[src/rtl/spq_pkg.sv]
// Shared types, constants and status codes for the stable priority queue.
`timescale 1ns / 1ps

package spq_pkg;

  // Default number of queue slots
  localparam int SPQ_CAPACITY = 64;

  // Field widths
  localparam int HANDLE_W = 16;
  localparam int KIND_W   = 16;
  localparam int PRIO_W   = 32;
  localparam int STATUS_W = 3;

  // Request types
  localparam logic REQ_INSERT = 1'b0;
  localparam logic REQ_REMOVE = 1'b1;

  // Result status codes
  localparam logic [STATUS_W-1:0] ST_OK    = 3'd0;
  localparam logic [STATUS_W-1:0] ST_NULL  = 3'd1;
  localparam logic [STATUS_W-1:0] ST_DUP   = 3'd2;
  localparam logic [STATUS_W-1:0] ST_FULL  = 3'd3;
  localparam logic [STATUS_W-1:0] ST_EMPTY = 3'd4;

  // One stored queue entry
  typedef struct packed {
    logic [HANDLE_W-1:0]      handle;
    logic [KIND_W-1:0]        kind;
    logic signed [PRIO_W-1:0] prio;
  } entry_t;

  // Command broadcast from the sequencer to every cell
  typedef struct packed {
    logic eval;  // register compare flags against the held request
    logic ins;   // commit an insert: open a gap and drop the new entry in
    logic rem;   // commit a remove: move every entry one slot to the front
  } cell_cmd_t;

endpackage

[src/rtl/spq_cell.sv]
// One slot of the sorted chain: holds an entry and trades it with its neighbours.
`timescale 1ns / 1ps

module spq_cell
  import spq_pkg::*;
#(
  parameter int IDX   = 0,
  parameter int CNT_W = 7
) (
  input  logic             clk,
  input  cell_cmd_t        cmd,
  input  entry_t           new_entry,
  input  logic [CNT_W-1:0] count,
  input  entry_t           left_entry,
  input  logic             left_ahead,
  input  entry_t           right_entry,
  output entry_t           entry,
  output logic             ahead,
  output logic             match
);

  entry_t entry_r, entry_nxt;
  logic   ahead_r, ahead_nxt;
  logic   match_r, match_nxt;
  logic   occupied;

  assign occupied = CNT_W'(IDX) < count;

  // Compare the held request against this slot
  always_comb begin
    ahead_nxt = ahead_r;
    match_nxt = match_r;
    if (cmd.eval) begin
      ahead_nxt = !occupied || ($signed(new_entry.prio) < $signed(entry_r.prio));
      match_nxt = occupied && (entry_r.handle == new_entry.handle);
    end
  end

  // Shift towards the back on insert, towards the front on remove
  always_comb begin
    entry_nxt = entry_r;
    if (cmd.ins) begin
      if (left_ahead) begin
        entry_nxt = left_entry;
      end else if (ahead_r) begin
        entry_nxt = new_entry;
      end
    end else if (cmd.rem) begin
      entry_nxt = right_entry;
    end
  end

  always_ff @(posedge clk) begin
    entry_r <= entry_nxt;
    ahead_r <= ahead_nxt;
    match_r <= match_nxt;
  end

  assign entry = entry_r;
  assign ahead = ahead_r;
  assign match = match_r;

endmodule

[config.mk]
export PLATFORM = sky130hd
export DESIGN_NAME = spq_cell
export DESIGN_NICKNAME = d
export VERILOG_FILES = /design/src/rtl/spq_pkg.sv /design/src/rtl/spq_cell.sv
export SDC_FILE = /design/constraint.sdc
export NUM_CORES = 1
export LEC_CHECK = 0
export ABC_AREA = 1
export BUFFER_PORTS_ARGS = -buffer_cell sky130_fd_sc_hd__buf_2
export CAP_MARGIN = 10
export CORE_AREA = 2 2 106 108
export DETAILED_ROUTE_END_ITERATION = 10
export DIE_AREA = 0 0 108 110
export GPL_TIMING_DRIVEN = 0
export HOLD_SLACK_MARGIN = 0.1
export PLACE_DENSITY = 0.77
export SETUP_SLACK_MARGIN = 0.15
export SYNTH_ARGS = -nofsm -noshare
export SYNTH_HDL_FRONTEND = slang
export SYNTH_SLANG_ARGS = --single-unit
export TNS_END_PERCENT = 100
[constraint.sdc]
create_clock -name clk -period 1.85 [get_ports clk]
set_input_delay 0.0925 -clock clk [delete_from_list [all_inputs] [get_ports clk]]
set_output_delay 0.0925 -clock clk [all_outputs]
set_load 0.005 [all_outputs]
# Word-level counts from Yosys, hierarchy flattened
# Cells that the tools add are included.
# totals
regBits	66
latch_bits	0
ramBits	0
romBits	0
out_inout_bits	66
wordCells	18
n_memories	0
# classes
addsub	0
multipliers	0
div	0
magnitude_cmp	2
n_eq_ne	2
n_shift	0
muxes	4
n_bitwise	0
reduce_logical	5
# ops
operator	count
$mux W64	4
$lt A32 B32 Y1	1
$eq A16 B16 Y1	1
$lt A1 B7 Y1 const A	1
$ne A3 B1 Y1 const B	1
$reduce_and A2 Y1	1
$reduce_bool A2 Y1	1
$logic_and A1 B1 Y1	1
$logic_not A1 Y1	1
$logic_or A1 B1 Y1	1

# Depth between registers and ports, before layout
# Gate-level depths: netlist of the first run.
# logic_depth
depth_word	3
depth_mapped	14
mapped_depth_nobuf	14

# Worst setup path after synthesis of the first run
# No wires, ideal clock.
# synth_path
path_kind	input to register
startpoint	input port cmd[1] (netlist bit)
endpoint	register entry_r, in the netlist entry[0], enable pin
setup_ns	0.390
t_arrival_ns	1.201
t_required_ns	1.460
slack_ns	0.259
path_stages	4
path_buffers	2
cell_sequence	buf_2 -> buf_4 -> o22ai_1 -> inv_2
# synth_between
elab_chain_len	2
word_cells_on_any_way	3
classes_between	eq/ne: 1; reduce/logical: 2
# synth_lines
item	line_no	source
start, declared	spq_cell.sv:11	input cell_cmd_t cmd,
$ne A3 B1 Y1 (no line) / $reduce_bool A2 Y1 (equally long branches)	n/a	
$reduce_and A2 Y1 (no line) (*)	n/a	
end signal, assigned	spq_cell.sv:54	entry_r <= entry_nxt;
end, declared	spq_cell.sv:22	entry_t entry_r, entry_nxt;
# Every way passes the cells marked *; elsewhere a longest branch is shown, timed or not.
# A chain may end at the register's enable or synchronous reset.

# Worst setup path after layout of the first run
# layout_path
startpoint	register entry_r, in the netlist entry[5]
endpoint	register ahead_r, in the netlist ahead, data pin
# layout_between
elab_chain_len	2
# layout_lines
item	line_no	source
$lt A32 B32 Y1	spq_cell.sv:34	ahead_nxt = !occupied || ($signed(new_entry.prio) < $signed(entry_r.prio));
$logic_or A1 B1 Y1	spq_cell.sv:34	
end signal, assigned	spq_cell.sv:55	ahead_r <= ahead_nxt;
end, declared	spq_cell.sv:23	logic ahead_r, ahead_nxt;
# No other way between the ends.

==> results of run 1 <==
cells in the final DEF, fill, tap and decap left out, drive strengths merged:
master	instances
clkinv	3
xor2	3
a211oi	1
o22ai	3
nand3	6
a221oi	2
a22o	1
nor4	3
xnor2	2
dlygate4sd3	47
edfxtp	66
inv	52
a31oi	64
or2	2
ha	31
nand2	169
a21oi	14
nor3	3
clkinvlp	1
bufinv	2
nand4	1
buf	298
o21ai	9
nor2	75
clkbuf	13
state kept, by name (all words and copies together) (netlist names):
| signal | cells |
|---|---|
| entry | 64 |
| ahead | 1 |
| match | 1 |
per-layer routing:
layer,global-route usage,share of wire,vias up
met5,0,0,-
met4,0.0879,0.020,0
met3,0.0488,0.082,23
met2,0.462,0.51,239
met1,0.282,0.38,2325
li1,-,-,2476
worst max-delay path: cells and delay by family (launching register included):
kind	cells	cell delay, ns
adders and majority gates	1	0.20
DFF	1	0.42
buffers and inverters	1	0.09
AOI/OAI and AO/OA	1	0.11
and+or+nand+nor	9	0.61
power groups by stage:
stage / Sequential [µW] / Combinational [µW] / Clock, µW
after floorplan: 1970 / 525 / 0
after global placement: 1950 / 1070 / 0
after detailed placement: 1950 / 1100 / 0
after CTS: 1920 / 1210 / 1380
after global routing: 1940 / 1380 / 1450
final: 1920 / 1240 / 1370
through the flow:
step	std cells	setup TNS [ns]	instance area, µm²	setup slack, ns	utilization
after global placement	942	-19.10	5870	-0.301	0.549
after floorplan	534	0	4350	0.259	-
final	1011	0	6670	0.167	0.624
after CTS	1007	0	6630	0.151	0.620
after global routing	1011	0	6670	0.0635	0.624
after detailed placement	943	-0.858	5890	-0.0275	0.551
cell families (layout without fill, tap and decap cells):
| logic type | count (synthesis) | in the layout |
|---|---|---|
| simple gates | 259 | 259 |
| compound gates | 94 | 94 |
| buf+inv | 79 | 416 |
| flops | 66 | 66 |
| fa+ha+maj | 31 | 31 |
| xor+xnor | 5 | 5 |
worst min path at each step:
stage | start | to | slack [ns] | depth (start not counted)
final | right_entry[15] | entry[15] | 0.11 | 3
after global routing | right_entry[2] | entry[2] | 0.11 | 3
after CTS | new_entry[11] | entry[11] | 0.10 | 3
after global placement | cmd[2] | match | 0.31 | 1
after detailed placement | cmd[2] | match | 0.32 | 1
after floorplan | cmd[2] | ahead | 0.20 | 0
final cells by class:
| class | instances | area [µm²] |
|---|---|---|
| clock buffers | 9 | 124 |
| flip-flops and latches | 66 | 1980 |
| clock inverters | 7 | 92.6 |
| plain buffers | 28 | 145 |
| fillers | 965 | 4030 |
| multi-input cells | 389 | 2090 |
| well taps | 140 | 175 |
| repair buffers | 321 | 1870 |
| inverters | 51 | 194 |
timing repair:
item / 4_1_cts / 5_1_grt
gates resized for setup: 9 / 6
pin swaps: 7 / 4
setup endpoints to repair: 1 / 9
hold buffers: 47 / 0
setup buffers: 1 / 4
hold endpoints to repair: 41 / 0
==> results.md, run 1 <==
* WL final at around 15 mm
* Crit path largest cell delay at ~0.42 ns
* Top post-synthesis cells by area: edfxtp_1, nand2_1, a31oi_1
* Internal power at 3210 µW
* # setup viols final at 0
* Maximum clock rate at a little under 600 MHz
* Crit path cell chain: inv_2, ha_4, a21oi_2, nor2_1, nor3_2, nand2_1, nand2_1, nand2_2, nand2_2, nand2_1, nand2_1, nand3_2
* Starting Density at 0.407
* Switch share at 0.291
* Unique masters post-synth at 30
* Ys Warns at 0
* Clock-pin slew on the worst setup and hold paths at around 0.08 ns
* Max-cap violation count at 0
* Gr ovfl total at 0
* Final-report hold violation count at 0
* Worst Skew at 0.00661 ns
* Reg-to-reg critical path startpoint: entry[5]
* Slowest CP cell: edfxtp_1
* ANT nets after route at 0
* Post-synthesis mux area share at 0
* Clock root cell: clkbuf_8
* Clk sink count at 66
* Share of the synthesized area in the top cell type at 0.455
* Syn avg cell area at between 8 and 9 µm²
* Vias in the first global route at 4775
* Pwr Total at between 4000 and 5000 µW
* DIE WIDTH at between 100 and 150 µm
* Max Buffers Root-to-Sink at 2
* Combinational share of power at 0.274
* Layout cells sized above 1 at 0.386
* Pwr Density at 678 nW/µm²
* FF-to-FF path depth at 12
* Seq pwr share at 0.424
* Largest family of logic cells by synthesized area: simple AND/OR/NAND/NOR gates
* CP endpoint: ahead
* Gpl congestion at a little under 0.9
* Status: complete, no violations
* First-pass DRT Iterations at 5
* CP arrival at around 1.8 ns
* Reg2reg end: ahead
* Crit end category: flip-flop
* CP startpoint: entry[5]
* RSZ-0062 raised after global routing: yes
* Final min period at 1.68 ns
* Post-Synth XOR/XNOR Area at 0.0101
* Synth async-reset ratio at 0
* CTS Buf Count at 9
* Post-synth top cells: nand2_1, nor2_1, edfxtp_1
* Gate Count Post-Synth at 534
* Post-Synth Simple-Gate Area at 0.235
* Count leader, synth: nand2_1
* Tcrit/Tclk final at 0.910
* Leading area contributor after synthesis: edfxtp_1
* # IOs at 270
* CP Data Required Time at about 1.9 ns
* Seq cells post-synth at 66
* Detail Placement HPWL at 11.1 mm
* Clock share of power at 0.302
* Peak supply drop at 327 µV
* Area grow syn2layout at 53.2%
* Lkg Pwr at about 0.0034 µW
* Register area share after synthesis at 0.455
* Clock latency at the later pin of the worst-skew pair at 0.34 ns
* Worst min-delay path class: input pin to flip-flop
* Synth Area in Compound Gates at 0.134
* Site Rows at 38
* H-Tree Level Count at 3
* Post-synth EDFFs at 66
* NetSw at between 1000 and 1500 µW
* PortBufs at between 200 and 300
* Mapped cell area at between 4000 and 5000 µm²
* Slew Viols, Final at 0
* Most frequent cell on the critical path: nand2_1
* CP Launch Type: flip-flop
* Core area at between 10000 and 15000 µm²
* Syn_nets at roughly 770
* Fin Hold WS at 0.109 ns
* Adder-Cell Fraction of Synth Area at 0.0891
* Die H at between 100 and 150 µm
* Number of diodes at 0
* Initial antenna violation count at 0
* Die area at 11900 µm²
* Pin count of the biggest net entering global routing at 35
* Ys flop type: edfxtp_1
* Post-route DRC at 0
* First-pass GRT wire length at between 20 and 25 mm
* Reg2Reg Setup Slack at around 0.17 ns
* Relative slew margins at 0.631
* Worst slew pin tran at ~0.55 ns
* Aggregate global-route resource usage at 0.248
* Per-cell routed wire length at 15.0 µm
* Initial DRC count at 228
* DR vias/cell at roughly 5
* Crit Path Max Fanout at 2
* CTS tree: built
* Critical path class: flip-flop to flip-flop
* Nets@finish at between 1k and 1.5k
* Via count at roughly 5.1k
Power figures use the tool's default switching activity.
==> run 2: changes to the inputs <==
--- a/config.mk
+++ b/config.mk
@@ -5,12 +5,11 @@
 export SDC_FILE = /design/constraint.sdc
 export NUM_CORES = 1
 export LEC_CHECK = 0
-export ABC_AREA = 1
 export BUFFER_PORTS_ARGS = -buffer_cell sky130_fd_sc_hd__buf_2
 export CAP_MARGIN = 10
-export CORE_AREA = 2 2 106 108
+export CORE_AREA = 2 2 105 107
 export DETAILED_ROUTE_END_ITERATION = 10
-export DIE_AREA = 0 0 108 110
+export DIE_AREA = 0 0 107 109
 export GPL_TIMING_DRIVEN = 0
 export HOLD_SLACK_MARGIN = 0.1
 export PLACE_DENSITY = 0.77
==> results.md, run 2 <==
* Gpl congestion at 0.891 (+1.8%)
* Max-cap violation count at 0 (unchanged)
* Clk sink count at 66 (unchanged)
* Status: finished, violations left
* Clock latency at the later pin of the worst-skew pair at 0.35 ns (about the same)
* Area post-placement at 5920 µm² (+0.47%)
* Share of the synthesized area in the top cell type at 0.463 (+0.00826)
* Synth async-reset ratio at 0 (unchanged)
* Relative slew margins at 0.496 (-0.135)
* Slowest CP cell: or4_4
* Pwr Density at 643 nW/µm² (-5.1%)
* DIE WIDTH at 107 µm (-0.93%)
* FILL cells at 839 (-13%)
* Failing checks: negative setup slack
* Register area share after synthesis at 0.463 (+0.00826)
* CTS Buf Count at 9 (unchanged)
* Detail Placement HPWL at 10.7 mm (-3.1%)
* Crit path largest cell delay at 0.56 ns (+0.14 ns)
* Aggregate global-route resource usage at 0.243 (-0.00488)
* First-pass GRT wire length at 22.0 mm (-3.0%)
* Slew Viols, Final at 0 (unchanged)
* H-Tree Level Count at 3 (unchanged)
* Pwr Total at 4310 µW (-4.7%)
* FF-to-FF path depth at 8 (-4)
* Per-cell routed wire length at 16.5 µm (+9.4%)
* Mapped cell area at 4280 µm² (-1.8%)
* Final min period at 2.40 ns (+0.714 ns)
* CP Depth at 8 (-4)
* # IOs at 270 (unchanged)
* Area grow syn2layout at 56.7%
* DR vias/cell at 5.12 (+2.3%)
* NetSw at 1230 µW (-6.8%)
* Via count at 4620 (-8.7%)
* Final-report hold violation count at 0 (unchanged)
* Final instance area at 6700 µm² (+0.47%)
* Crit end category: flip-flop
* Placement Setup Slack at -0.659 ns (-0.631 ns)
* Seq cells post-synth at 66 (unchanged)
* Fin Setup TNS at -0.547 ns (-0.547 ns)
* Pin count of the biggest net entering global routing at 25 (-29%)
* Commonest non-fill, non-tap cells in the layout: buf_2, a21oi_1, nor2_1
* RSZ-0062 raised after global routing: yes
* Reg-to-reg critical path startpoint: entry[8]
* Initial antenna violation count at 0 (unchanged)
* Gate Count Post-Synth at 420 (-21%)
* WL final at 14.8 mm (-2.4%)
* Seq pwr share at 0.446 (+0.022)
* Nets@finish at 992 (-9.9%)
* Ys flop type: edfxtp_1
* CP Data Required Time at 1.94 ns (about the same)
* Syn_nets at 655 (-15%)
* Internal power at 3080 µW (-3.8%)
* Most common cell after layout, fill and taps aside: buf_2
* Ys Warns at 0 (unchanged)
* Reg2Reg Setup Slack at -0.55 ns (-0.71 ns)
* ANT nets after route at 0 (unchanged)
* CP endpoint: ahead
* Worst slew pin tran at 0.756 ns (+0.203 ns)
* Maximum clock rate at 417 MHz (-30%)
* Worst Skew at 0.0142 ns (+0.00761 ns)
* Clock-pin slew on the worst setup and hold paths at 0.07 ns (about the same)
* Reg2reg end: ahead
* Vias in the first global route at 4774 (-0.021%)
* Post-route DRC at 0 (unchanged)
* Peak supply drop at 342 µV (+4.8%)
* Core area at 10600 µm² (-0.89%)
* Placed Instances at 829 (-12%)
* CP arrival at 2.48 ns (+0.71 ns)
* Post-synth EDFFs at 66 (unchanged)
* Worst min-delay path class: input pin to flip-flop
* Combinational share of power at 0.281 (+0.007)
* Leading area contributor after synthesis: edfxtp_1
* Clock root cell: clkbuf_8
* Finished Layout Cells at 902 (-11%)
* Lkg Pwr at 0.00330 µW (-1.6%)
* Crit path cell chain: inv_1, ha_1, nand4_1, or4_4, a221oi_4, o31ai_2, o211ai_1, mux2_4
* Count leader, synth: a21oi_1
* Die H at 109 µm (-0.91%)
* Worst path buffer plus inverter count at 1 (unchanged)
* # setup viols final at 1 (+1)
* Layout cells sized above 1 at 0.396 (+0.0106)
* Starting Density at 0.403 (-0.00367)
* First-pass DRT Iterations at 5 (unchanged)
* CTS tree: built
* PortBufs at 267 (-0.37%)
* CP startpoint: entry[8]
* Critical path class: flip-flop to flip-flop
* Number of diodes at 0 (unchanged)
* Clock share of power at 0.273 (-0.029)
* Unique masters post-synth at 29 (-3.3%)
* CP Launch Type: flip-flop
* Site Rows at 38 (unchanged)
* Tcrit/Tclk final at 1.30 (+0.386)
* Switch share at 0.285 (-0.00646)
* Initial DRC count at 297 (+30%)
* Setup ws final at -0.547 ns (-0.714 ns)
* Post-synth top cells: a21oi_1, nor2_1, edfxtp_1
* Syn avg cell area at 10.2 µm² (+25%)
* Die area at 11700 µm² (-1.8%)
* Gr ovfl total at 0 (unchanged)
* Worst path top cell family by delay: simple AND/OR/NAND/NOR gates
* Max FFs per register at 64 (unchanged)
* Top post-synthesis cells by area: edfxtp_1, mux2i_1, ha_1
* Max Buffers Root-to-Sink at 2 (unchanged)
* Crit Path Max Fanout at 2 (unchanged)
## run 2: power groups by stage
stage	logic [µW]	clock network, µW	registers [µW]
after floorplan	511	0	1960
after global placement	1030	0	1950
after detailed placement	1090	0	1950
after CTS	1190	1200	1920
after global routing	1350	1260	1940
final	1210	1180	1920
## run 2: through the flow
| step | hold slack (ns) | util |
|---|---|---|
| 2_1_floorplan | 0.205 | - |
| 3_3_place_gp | 0.312 | 0.553 |
| 3_5_place_dp | 0.324 | 0.558 |
| 4_1_cts | 0.102 | 0.628 |
| 5_1_grt | 0.120 | 0.632 |
| 6_report | 0.103 | 0.632 |
## run 2: cells by family after synthesis
| logic type | after synthesis | share of synthesized area |
|---|---|---|
| adder cells (fa/ha/maj) | 31 | 0.0907 |
| buffers and inverters | 54 | 0.0489 |
| AND/OR/NAND/NOR | 98 | 0.0980 |
| XOR/XNOR | 16 | 0.0328 |
| flip-flops | 66 | 0.463 |
| AO/OA/AOI/OAI | 90 | 0.114 |
| multiplexers | 65 | 0.152 |
## run 2: final cells by class
| cell class | count | area, µm² | area share |
|---|---|---|---|
| repair buffers | 325 | 1950 | 0.290 |
| plain buffers | 21 | 134 | 0.0200 |
| flip-flops and latches | 66 | 1980 | 0.296 |
| well taps | 140 | 175 | 0.0261 |
| multi-input cells | 301 | 2160 | 0.323 |
| clock buffers | 12 | 135 | 0.0202 |
| inverters | 33 | 124 | 0.0185 |
| clock inverters | 4 | 42.5 | 0.00635 |
## run 2: timing repair
| item | CTS | global route |
|---|---|---|
| setup endpoints to repair | 1 | 48 |
| pin swaps | 3 | 1 |
| resized for setup | 3 | 4 |
| hold buffers | 54 | 0 |
| endpoints found under the hold margin | 55 | 0 |
| buffers inserted | 2 | 0 |
| gates cloned | 0 | 1 |
## run 2: worst min path at each step
stage	start	cells after the start	slack [ns]	to
final	right_entry[19]	3	0.10	entry[19]
after global placement	cmd[2]	1	0.31	match
after floorplan	cmd[2]	0	0.20	ahead
after detailed placement	cmd[2]	1	0.32	ahead
after global routing	right_entry[6]	3	0.12	entry[6]
after CTS	left_entry[58]	3	0.10	entry[58]
## run 2: routing by layer
metal	global-route usage	share of wire	vias to the layer above
met4	0.132	0.036	0
li1	-	-	2191
met3	0.0508	0.073	48
met2	0.449	0.51	249
met1	0.260	0.38	2132
met5	0	0	-
## run 2: tightest hold or removal path, cell delays in order
cell and delay (ns):
buf_2 0.08, nor2_1 0.03, a21oi_1 0.11
==> run 3: changes to the inputs <==
--- a/config.mk
+++ b/config.mk
@@ -7,12 +7,12 @@
 export LEC_CHECK = 0
 export BUFFER_PORTS_ARGS = -buffer_cell sky130_fd_sc_hd__buf_2
 export CAP_MARGIN = 10
-export CORE_AREA = 2 2 105 107
+export CORE_MARGIN = 10
+export CORE_UTILIZATION = 40
 export DETAILED_ROUTE_END_ITERATION = 10
-export DIE_AREA = 0 0 107 109
 export GPL_TIMING_DRIVEN = 0
 export HOLD_SLACK_MARGIN = 0.1
-export PLACE_DENSITY = 0.77
+export PLACE_DENSITY = 0.76
 export SETUP_SLACK_MARGIN = 0.15
 export SYNTH_ARGS = -nofsm -noshare
 export SYNTH_HDL_FRONTEND = slang
==> results.md, run 3 (synthesis gave the netlist of run 2 again) <==
* Status: finished, violations left
* Failing checks: negative setup slack
* Aggregate global-route resource usage at 0.218 (-0.0253)
* Slew Viols, Final at 0 (unchanged)
* Gr ovfl total at 0 (unchanged)
* Detail Placement HPWL at 13.0 mm (+21%)
* Worst slew pin tran at 0.747 ns (-0.00852 ns)
* Gpl congestion at 0.930 (+4.4%)
* CTS Buf Count at 9 (unchanged)
* First-pass DRT Iterations at 4 (-1)
* Core area at 10400 µm² (-2.2%)
* ANT nets after route at 0 (unchanged)
* Via count at 4599 (-0.45%)
* Initial DRC count at 251 (-15%)
* Peak supply drop at 372 µV (+8.7%)
* DR vias/cell at 5.06 (-1.1%)
* GRT Max-Usage Layer: met2
* Met3 Use GR at 0.0861 (+0.0353)
* Tcrit/Tclk final at 1.31 (+0.0106)
* Global Route met1 Usage at 0.229 (-0.0301)
* Starting Density at 0.412 (+0.00905)
* Critical path class: flip-flop to flip-flop
* Per-cell routed wire length at 19.1 µm (+16%)
* Maximum clock rate at 414 MHz (-0.81%)
* Lkg Pwr at 0.00333 µW (+1.0%)
* Max Buffers Root-to-Sink at 2 (unchanged)
* NetSw at 1230 µW (+0.32%)
* Pwr Density at 637 nW/µm² (-0.92%)
* Fin Hold WS at 0.103 ns (+0.000214 ns)
* Met2 usage at 0.378 (-0.0704)
* CP Data Required Time at 1.94 ns (about the same)
* Clock-pin slew on the worst setup and hold paths at 0.07 ns (about the same)
* RSZ-0062 raised after global routing: yes
* # setup viols final at 1 (unchanged)
* Initial antenna violation count at 1 (+1)
* WL final at 17.3 mm (+17%)
* Vias in the first global route at 5031 (+5.4%)
* Final-report hold violation count at 0 (unchanged)
* Post-route DRC at 0 (unchanged)
* Crit end category: flip-flop
* Commonest non-fill, non-tap cells in the layout: buf_2, a21oi_1, nor2_1
* Layout cells sized above 1 at 0.398 (+0.00186)
* Worst min-delay path class: input pin to flip-flop
* Setup ws final at -0.566 ns (-0.0195 ns)
* Area grow syn2layout at 58.8%
* Relative slew margins at 0.502 (+0.00568)
* Die H at 123 µm (+13%)
* Clock root cell: clkbuf_8
* Finished Layout Cells at 908 (+0.67%)
* First-pass GRT wire length at 25.8 mm (+17%)
* Internal power at 3100 µW (+0.43%)
* Switch share at 0.284 (about the same)
* DIE WIDTH at 123 µm (+15%)
* # IOs at 270 (unchanged)
* Most common cell after layout, fill and taps aside: buf_2
* Pwr Total at 4330 µW (+0.40%)
* Site Rows at 37 (-2.6%)
* PortBufs at 267 (unchanged)
* Clock latency at the later pin of the worst-skew pair at 0.34 ns (about the same)
* Final min period at 2.42 ns (+0.0195 ns)
* Seq pwr share at 0.443 (-0.003)
* Max-cap violation count at 0 (unchanged)
* H-Tree Level Count at 3 (unchanged)
* Max FFs per register at 64 (unchanged)
* Pin count of the biggest net entering global routing at 30 (+20%)
* Crit Path Max Fanout at 2 (unchanged)
* FILL cells at 823 (-1.9%)
* CP arrival at 2.51 ns (+0.03 ns)
* Nets@finish at 1001 (+0.91%)
* Die area at 15200 µm² (+31%)
* Placed Instances at 825 (-0.48%)
* Worst Skew at 0.00853 ns (-0.00569 ns)
* Combinational share of power at 0.289 (+0.008)
* CP Launch Type: flip-flop
* CTS tree: built
* Clk sink count at 66 (unchanged)
* Clock share of power at 0.268 (-0.005)
run 3: area by class of cell:
type	instances	area, µm²	area share
well taps	136	170	0.0251
flip-flops and latches	66	1980	0.292
multi-input cells	300	2170	0.320
clock inverters	5	45.0	0.00663
repair buffers	335	2030	0.299
plain buffers	21	134	0.0197
diodes	1	2.50	0.000368
inverters	33	124	0.0182
clock buffers	11	131	0.0193
run 3: worst paths after layout:
check                       start         to  slack [ns]  depth (start not counted)
setup / recovery         entry[9]      ahead       -0.57                          8
hold / removal    right_entry[18]  entry[18]        0.10                          3
setup reg to reg         entry[9]      ahead       -0.57                          8
hold reg to reg         entry[54]      match        0.72                          3
run 3: worst max-delay path, stage by stage (launching register included):
cell,delay (ns)
edfxtp_1,0.38
inv_2,0.05
ha_4,0.26
nand4_1,0.12
or4_4,0.57
a221oi_4,0.21
o31ai_2,0.10
o211ai_1,0.13
mux2_4,0.34
run 3: power groups by stage:
stage / clock network [µW] / logic [µW] / registers (µW)
2_1_floorplan: 0 / 511 / 1960
3_3_place_gp: 0 / 1040 / 1940
3_5_place_dp: 0 / 1100 / 1950
4_1_cts: 1190 / 1230 / 1920
5_1_grt: 1250 / 1390 / 1930
6_report: 1160 / 1250 / 1920
run 3: routing by layer:
layer | wire [µm] | share of wire
met5 | 0 | 0
met4 | 442 | 0.025
met3 | 1860 | 0.11
met2 | 8770 | 0.51
met1 | 6270 | 0.36
run 3: repair_timing:
action                                  CTS  global route
hold buffers                             59             1
pin swaps                                 6             4
endpoints found under the hold margin    60             1
endpoints found under the setup margin    1            30
resized for setup                         9             1
buffers inserted                          3             3
run 3: through the flow:
step                setup TNS [ns]   util  instance area [µm²]  setup slack, ns
finish                      -0.566  0.655                 6790           -0.566
floorplan                    -5.69      -                 4350           -0.369
global placement            -48.99  0.565                 5860           -0.757
global route                -0.681  0.655                 6790           -0.681
detailed placement          -0.653  0.569                 5910           -0.653
CTS                         -0.554  0.650                 6740           -0.554
